--- config.mk ---
export PLATFORM = sky130hd
export DESIGN_NAME = rmd_div
export DESIGN_NICKNAME = d
export VERILOG_FILES = /design/src/design/rmd_pkg.sv /design/src/design/rmd_div.sv
export SDC_FILE = /design/constraint.sdc
export NUM_CORES = 1
export LEC_CHECK = 0
export BUFFER_PORTS_ARGS = -buffer_cell sky130_fd_sc_hd__buf_2
export CELL_PAD_IN_SITES_DETAIL_PLACEMENT = 0
export CELL_PAD_IN_SITES_GLOBAL_PLACEMENT = 1
export CORE_ASPECT_RATIO = 1.75
export CORE_UTILIZATION = 52
export DETAILED_ROUTE_END_ITERATION = 10
export GPL_ROUTABILITY_DRIVEN = 0
export PLACE_DENSITY = 0.93
export SYNTH_ARGS = -nofsm -noshare
export SYNTH_HDL_FRONTEND = slang
export SYNTH_SLANG_ARGS = --single-unit
--- constraint.sdc ---
create_clock -name clock -period 13.2 [get_ports clock]
set_input_delay 3.96 -clock clock [delete_from_list [all_inputs] [get_ports clock]]
set_output_delay 3.96 -clock clock [all_outputs]
set_load 0.03 [all_outputs]
--- src/design/rmd_pkg.sv ---
// rmd_pkg: shared widths, constants and the sequencer state type for the
// rolling maximum drawdown block. No dependencies.
package rmd_pkg;

   localparam int SAMPLE_W  = 32;
   localparam int RESULT_W  = 23;
   localparam int CFG_W     = 11;
   localparam int SCALE_W   = 23;
   localparam int PROD_W    = SAMPLE_W + SCALE_W;
   localparam int RATIO_W   = 2 * SAMPLE_W;
   localparam int DIV_STEPS = RESULT_W;
   localparam int DIV_CNT_W = $clog2(DIV_STEPS + 1);

   // 100 percent with 16 fraction bits
   localparam logic [SCALE_W-1:0] SCALE_PERCENT_Q16 = 23'd6553600;

   typedef enum logic [3:0] {
      ST_IDLE,
      ST_CUM_MUL,
      ST_CUM_CMP,
      ST_SCAN_RD,
      ST_SCAN_MUL,
      ST_SCAN_CMP,
      ST_DIV_GO,
      ST_DIV_WAIT,
      ST_DONE
   } rmd_state_type;

endpackage

--- src/design/rmd_div.sv ---
// rmd_div: forms floor((peak - value) * 100% Q16 / peak), one quotient bit per cycle.
// Depends on rmd_pkg. Steps: operand capture, one multiply, then DIV_STEPS shift-subtract steps.
module rmd_div (
   input  logic                          clock,
   input  logic                          reset,
   input  logic                          start,
   input  logic [rmd_pkg::SAMPLE_W-1:0]  peak,
   input  logic [rmd_pkg::SAMPLE_W-1:0]  value,
   output logic                          done,
   output logic [rmd_pkg::RESULT_W-1:0]  quotient
);
   import rmd_pkg::*;

   logic [SAMPLE_W-1:0]  divisor_ff;
   logic [SAMPLE_W-1:0]  diff_ff;
   logic [SAMPLE_W-1:0]  rem_ff;
   logic [SAMPLE_W-1:0]  rem_in;
   logic [RESULT_W-1:0]  low_ff;
   logic [RESULT_W-1:0]  quo_ff;
   logic [DIV_CNT_W-1:0] cnt_ff;
   logic                 mul_ff;
   logic                 done_ff;
   logic [PROD_W-1:0]    prod;
   logic [SAMPLE_W:0]    trial;
   logic [SAMPLE_W:0]    trial_sub;
   logic                 fits;

   assign prod      = PROD_W'(diff_ff) * PROD_W'(SCALE_PERCENT_Q16);
   assign trial     = {rem_ff, low_ff[RESULT_W-1]};
   assign trial_sub = trial - {1'b0, divisor_ff};
   assign fits      = trial >= {1'b0, divisor_ff};
   // remainder stays below the divisor, so 32 bits always hold it
   assign rem_in    = fits ? trial_sub[SAMPLE_W-1:0] : trial[SAMPLE_W-1:0];

   always_ff @(posedge clock) begin
      if (reset) begin
         cnt_ff  <= '0;
         mul_ff  <= 1'b0;
         done_ff <= 1'b0;
      end else begin
         done_ff <= 1'b0;
         if (start) begin
            divisor_ff <= peak;
            diff_ff    <= peak - value;
            mul_ff     <= 1'b1;
         end else if (mul_ff) begin
            // quotient fits RESULT_W bits, so the upper product bits are below the divisor
            rem_ff <= prod[PROD_W-1 -: SAMPLE_W];
            low_ff <= prod[RESULT_W-1:0];
            cnt_ff <= DIV_CNT_W'(DIV_STEPS);
            mul_ff <= 1'b0;
         end else if (cnt_ff != '0) begin
            rem_ff  <= rem_in;
            low_ff  <= {low_ff[RESULT_W-2:0], 1'b0};
            quo_ff  <= {quo_ff[RESULT_W-2:0], fits};
            cnt_ff  <= cnt_ff - 1'b1;
            done_ff <= (cnt_ff == DIV_CNT_W'(1));
         end
      end
   end

   assign done     = done_ff;
   assign quotient = quo_ff;

endmodule

==> results of run 1 <==
[Yosys cell counts (21+ instances only)]
master | instances | area, µm²
inv_1 | 203 | 762
ha_1 | 166 | 2080
edfxtp_1 | 124 | 3720
a21oi_1 | 106 | 531
nor2_1 | 70 | 263
a21o_1 | 57 | 428
nand2_1 | 57 | 214
xnor2_1 | 47 | 412
o21ai_0 | 42 | 210
xor2_1 | 35 | 307
fa_1 | 29 | 581
clkbuf_1 | 28 | 105
a211oi_1 | 21 | 158
[area by class of cell]
type                            instances  area (µm²)
Clock inverter                         14         139
Sequential cell                       131        3860
Inverter                              204         766
Fill cell                            1976        9080
Tap cell                              296         370
Timing Repair Buffer                   95         488
Multi-Input combinational cell        865        6930
Clock buffer                           18         429
[routing by layer]
| layer | vias up | GRT usage [%] | share of wire [%] |
|---|---|---|---|
| met5 | - | 0 | 0 |
| met4 | 0 | 13.4 | 4.5 |
| met3 | 54 | 3.87 | 2.6 |
| met2 | 166 | 44.2 | 54 |
| met1 | 4312 | 25.5 | 39 |
| li1 | 4514 | - | - |
[worst max path at each step]
stage | slack, ns | cells after the start | startpoint | endpoint
after global placement | 6.08 | 14 | peak[0] | diff_ff[30]
after floorplan | 5.73 | 2 | reset | diff_ff[0]
after global routing | 6.15 | 14 | peak[0] | diff_ff[30]
final | 6.42 | 14 | peak[0] | diff_ff[30]
after detailed placement | 6.00 | 14 | peak[0] | diff_ff[30]
after CTS | 6.46 | 14 | peak[0] | diff_ff[30]
[worst reg2reg max path, stage by stage (launching register included)]
cell	delay, ns
edfxtp_1	0.44
ha_1	0.33
ha_1	0.28
inv_1	0.05
fa_1	0.49
inv_1	0.04
ha_1	0.34
a21o_1	0.23
nor2b_1	0.14
a2111oi_0	0.44
o31ai_2	0.21
a21boi_2	0.26
o31ai_2	0.12
a211oi_2	0.28
o31a_1	0.20
xor2_1	0.22
a21oi_1	0.10
[cells by family after synthesis]
kind of cell	Yosys count
multiplexers	16
XOR/XNOR	82
flip-flops	131
adder cells (fa/ha/maj)	195
buffers and inverters	237
AO/OA/AOI/OAI	333
AND/OR/NAND/NOR	239
[sequential cells by signal (all words and copies together) (netlist names)]
name and cells:
rem_ff 32, done 1, diff_ff 32, divisor_ff 32, quotient 23, mul_ff 1, low_ff 5, cnt_ff 5
[metrics by stage]
stage | worst slack, ns | std cells | hold WS [ns] | instance area, µm² | total power (W)
5_1_grt | 6.15 | 1623 | 0.461 | 13000 | 0.00238
2_1_floorplan | 5.73 | 1233 | 0.488 | 11700 | 0.00150
3_3_place_gp | 6.08 | 1591 | 0.423 | 12400 | 0.00173
3_5_place_dp | 6.00 | 1591 | 0.434 | 12400 | 0.00175
6_report | 6.42 | 1623 | 0.446 | 13000 | 0.00222
4_1_cts | 6.46 | 1623 | 0.448 | 13000 | 0.00223
[power by group through the flow]
| stage | clock [W] | combinational [W] | sequential, W |
|---|---|---|---|
| floorplan | 0 | 0.000919 | 0.000581 |
| detailed placement | 0 | 0.00117 | 0.000581 |
| finish | 0.000464 | 0.00118 | 0.000572 |
| global route | 0.000485 | 0.00132 | 0.000579 |
| CTS | 0.000474 | 0.00118 | 0.000573 |
| global placement | 0 | 0.00115 | 0.000579 |
==> results_dict.tcl, run 1 <==
set metrics [dict create \
    die_y_um 200 \
    period_minus_slack_ns 6.78 \
    cts_tree "yes" \
    min_to "quotient[5]" \
    outcome "finished, final reports clean" \
    dp_hpwl_um 20700 \
    cp-start-kind "primary input" \
    peakVddDrop_v 0.0000990 \
    hp-start "quotient[4]" \
    hold_viol_final 0 \
    reg2reg_from "diff_ff[9]" \
    r2r_slack_ns 8.72 \
    start_util_pct 52.9 \
    rsz0062_at_grt "no" \
    cp_top_family "compound AO/OA/AOI/OAI gates" \
    viasPerCell 5.57 \
    synthXorXnorAreaFrac_pct 6.15 \
    clock-sinks 131 \
    tightest_slew_ns 0.858 \
    syn_area_um2 11700 \
    power_density_nw_per_um2 171 \
    period_share_pct 51.4 \
    route.vias.total 9046 \
    p_int_w 0.00131 \
    slew_headroom_pct 42.8 \
    cts.clk_slew.worst_paths_ns 0.06 \
    hold_path_class "flop to flop" \
    grtUsageTotal_pct 24.1 \
    firstDrtPassIters 5 \
    crit_slowest_cell "o41ai_1" \
    crit_path_end_kind "flop" \
    critPathMostFrequentCell "a21oi_1" \
    pin_count 91 \
    post_cts_buffers 0 \
    hold_buffers 0 \
    critical_path.max_stage_delay_ns 0.76 \
    clockBufferDepth 2 \
    grt_pass1_vias 9160 \
    hold_depth 0 \
    htreeDepth 4 \
    portBuffers 90 \
    area_delta_synth_final_pct 11.2 \
    antenna-diode-count 0 \
    fp.dieW_um 115 \
    p_sw_w 0.000908 \
    r2r_end "rem_ff[31]" \
    die_area_um2 23100 \
    utilization_pct 58.9 \
    skew_ns 0.0102 \
    leakage_nw 6.21 \
    clock_latency_ns 0.45 \
    grt_overflow_total 0 \
    crit_arrival_ns 6.97 \
    drt_first_iter_violations 560 \
    ff2ff_path_depth 16 \
    syn_nets 1495 \
    antenna_left 0 \
    critPathKind "primary input to flop" \
    worstPathCellList "buf_2 -> inv_1 -> ha_1 -> fa_1 -> nand2b_1 -> a21oi_1 -> o41ai_1 -> and2_1 -> nor3_1 -> o2111ai_1 -> a31oi_1 -> a211o_1 -> a21oi_1 -> xnor2_1" \
    cts_resized 0 \
    worst-path-buf-inv 2 \
    grt_antenna_before_repair 0 \
    setup_violations 0 \
    setup_tns_ns 0 \
    root_buffer "clkbuf_16" \
    synth-async-reset-ratio_pct 0 \
    grt_pass1_wl_um 42700 \
    ys_seq_area_share_pct 33.1 \
    max_cap_violations 0 \
    grt_max_degree 71 \
    synth_warnings 0 \
    wire_per_inst_um 16.2 \
    crit_fanout 3 \
    cts_buffers 17 \
    final_cell_mix "inv_1, ha_1, edfxtp_1" \
    synth.mux.area_fraction_pct 1.44 \
    nets 1576 \
    avgSynthCellArea_um2 9.47 \
    final_common_cell "inv_1" \
    seqPwrFrac_pct 25.8 \
    max_freq_mhz 147 \
    synth_top_family_by_area "adder cells" \
    p_clk_share_pct 20.9 \
    syn_inst 1233 \
    layout-drive-gt1-share_pct 11.7 \
    synth_compound_area_share_pct 18.8 \
    switching_share_pct 41.0 \
    netlist-cell-type-count 70 \
    core_um2 22100 \
    synth-main-ff-cell "edfxtp_1" \
    drv_slew 0 \
    synth_adder_area_share_pct 22.8 \
    wirelength_um 26200 \
    required_ns 13.39 \
    ys_ff_latch 131 \
    synth_enable_flop_cells 124 \
    yosys.area_share.simple_pct 10.0 \
    num_rows 72 \
    drc 0 \
    p_comb_share_pct 53.2 \
]
Power figures use the tool's default switching activity.
==> run 2: changes to the inputs <==
--- a/config.mk
+++ b/config.mk
@@ -9,10 +9,10 @@
 export CELL_PAD_IN_SITES_DETAIL_PLACEMENT = 0
 export CELL_PAD_IN_SITES_GLOBAL_PLACEMENT = 1
 export CORE_ASPECT_RATIO = 1.75
-export CORE_UTILIZATION = 52
+export CORE_UTILIZATION = 44
 export DETAILED_ROUTE_END_ITERATION = 10
 export GPL_ROUTABILITY_DRIVEN = 0
-export PLACE_DENSITY = 0.93
+export PLACE_DENSITY = 0.85
 export SYNTH_ARGS = -nofsm -noshare
 export SYNTH_HDL_FRONTEND = slang
 export SYNTH_SLANG_ARGS = --single-unit
==> constraint.sdc (replaced) <==
create_clock -name clock -period 5.9 [get_ports clock]
set_input_delay 1.77 -clock clock [delete_from_list [all_inputs] [get_ports clock]]
set_output_delay 1.77 -clock clock [all_outputs]
set_load 0.03 [all_outputs]
==> run 2 against run 1 <==
The run now ends with DRC left. Setup slack lost 5.1 ns. Clock power grew 140%. Sequential share of layout area shrank 0.16 points. Clock skew grew 0.00079 ns. Register-to-register slack lost 7.3 ns. Wire length shrank 1.3%. Clock-buffer cell count shrank 1. First-iteration DRC count shrank 30%. Largest power group unchanged.
==> results_dict.tcl, run 2 (synthesis results as in run 1) <==
set metrics [dict create \
    outcome "finished, violations left" \
    violations "DRC" \
    critical_path.max_stage_delay_ns 0.40 \
    worstSetupEndpoint "diff_ff[30]" \
    die_y_um 218 \
    worst-path-buf-inv 2 \
    cp-startpoint "peak[0]" \
    whs_ns 0.442 \
    hold_viol_final 0 \
    cp_top_family "compound AO/OA/AOI/OAI gates" \
    slew_headroom_pct 40.8 \
    crit_path_end_kind "flop" \
    start_util_pct 45.0 \
    clockBufferDepth 2 \
    die_area_um2 27200 \
    cts.clk_slew.worst_paths_ns 0.06 \
    dpl_cell_area_um2 12500 \
    cp-start-kind "primary input" \
    firstDrtPassIters 9 \
    num_rows 78 \
    fp.dieW_um 125 \
    portBuffers 90 \
    grt_antenna_before_repair 1 \
    p_int_w 0.00297 \
    wire_per_inst_um 15.7 \
    crit_arrival_ns 4.73 \
    area_delta_synth_final_pct 11.8 \
    route.vias.total 8951 \
    crit_slowest_cell "fa_1" \
    grt_pass1_wl_um 42300 \
    drc 12 \
    p_sw_w 0.00203 \
    peakVddDrop_v 0.000243 \
    cp.depth 14 \
    final_cell_mix "inv_1, ha_1, edfxtp_1" \
    reg2reg_from "diff_ff[10]" \
    tightest_slew_ns 0.887 \
    dp_hpwl_um 20800 \
    r2r_end "rem_ff[31]" \
    pin_count 91 \
    setup_tns_ns 0 \
    period_share_pct 76.8 \
    cts_resized 0 \
    p_comb_share_pct 52.4 \
    grt_overflow_total 0 \
    cts_buffers 17 \
    grtUsageTotal_pct 19.9 \
    leakage_nw 6.22 \
    power_density_nw_per_um2 383 \
    drt_first_iter_violations 390 \
    root_buffer "clkbuf_16" \
    antenna_left 0 \
    skew_ns 0.0109 \
    drv_slew 0 \
    grt_pass1_vias 8972 \
    max_cap_violations 0 \
    wirelength_um 25900 \
    switching_share_pct 40.6 \
    p_clk_share_pct 22.1 \
    grt_max_degree 71 \
    rsz0062_at_grt "no" \
    core_um2 26000 \
    utilization_pct 50.3 \
    r2r_slack_ns 1.39 \
    seqPwrFrac_pct 25.5 \
    period_minus_slack_ns 4.53 \
    cts_tree "yes" \
    setup_violations 0 \
    crit_fanout 3 \
    clock-sinks 131 \
    htreeDepth 4 \
    required_ns 6.10 \
    clock_latency_ns 0.45 \
    post_cts_buffers 0 \
    reg_top3 "diff_ff (32), divisor_ff (32), rem_ff (32)" \
    critPathKind "primary input to flop" \
    hold_path_class "flop to flop" \
    layout-drive-gt1-share_pct 11.8 \
    worstPathCellList "buf_2 -> inv_1 -> ha_1 -> fa_1 -> nand2b_1 -> a21oi_1 -> o41ai_1 -> and2_1 -> nor3_1 -> o2111ai_1 -> a31oi_1 -> a211o_1 -> a21oi_1 -> xnor2_1" \
    hold_buffers 0 \
    critPathMostFrequentCell "a21oi_1" \
    ff2ff_path_depth 16 \
    nets 1576 \
    max_freq_mhz 221 \
    final_common_cell "inv_1" \
    viasPerCell 5.43 \
    final_area_um2 13100 \
]
## run 2: layout make-up
type	count	area (µm²)
Inverter	204	766
Sequential cell	131	3860
Clock buffer	17	425
Tap cell	320	400
Multi-Input combinational cell	865	6930
Clock inverter	15	180
Antenna cell	1	2.50
Fill cell	2430	12900
Timing Repair Buffer	95	488
## run 2: worst min path at each step
stage,slack [ns],depth (start not counted),to,startpoint
global placement,0.43,0,quotient[1],quotient[0]
global route,0.45,0,quotient[1],quotient[0]
floorplan,0.49,1,cnt_ff[0],cnt_ff[0]
finish,0.44,0,quotient[1],quotient[0]
CTS,0.44,0,quotient[1],quotient[0]
detailed placement,0.43,0,quotient[1],quotient[0]
## run 2: worst register-to-register path, stage by stage (launching register included)
cell and delay, ns:
edfxtp_1 0.45, ha_1 0.31, ha_1 0.28, inv_1 0.05
fa_1 0.49, inv_1 0.04, ha_1 0.35, a21o_1 0.23
nor2b_1 0.13, a2111oi_0 0.50, o31ai_2 0.24, a21boi_2 0.26
o31ai_2 0.11, a211oi_2 0.29, o31a_1 0.21, xor2_1 0.20
a21oi_1 0.09
## run 2: metal layers
layer  global-route usage, %  vias to the layer above  part of all wire (%)
met1                    20.2                     4237                    39
met5                       0                        -                     0
met3                    2.67                       51                   2.5
li1                        -                     4512                     -
met2                    38.3                      151                    54
met4                    11.7                        0                   4.2
## run 2: per-stage QoR
step                      power, W  std cells  setup slack (ns)
after global routing       0.00539       1648              1.12
after detailed placement   0.00391       1615             0.852
after floorplan            0.00336       1233             0.620
after CTS                  0.00504       1647              1.31
after global placement     0.00388       1615             0.899
final                      0.00500       1648              1.37
## run 2: power groups by stage
| stage | registers (W) | logic (W) | clock network (W) |
|---|---|---|---|
| 3_5_place_dp | 0.00130 | 0.00261 | 0 |
| 3_3_place_gp | 0.00129 | 0.00259 | 0 |
| 2_1_floorplan | 0.00130 | 0.00206 | 0 |
| 5_1_grt | 0.00129 | 0.00294 | 0.00116 |
| 6_report | 0.00128 | 0.00262 | 0.00111 |
| 4_1_cts | 0.00128 | 0.00263 | 0.00112 |
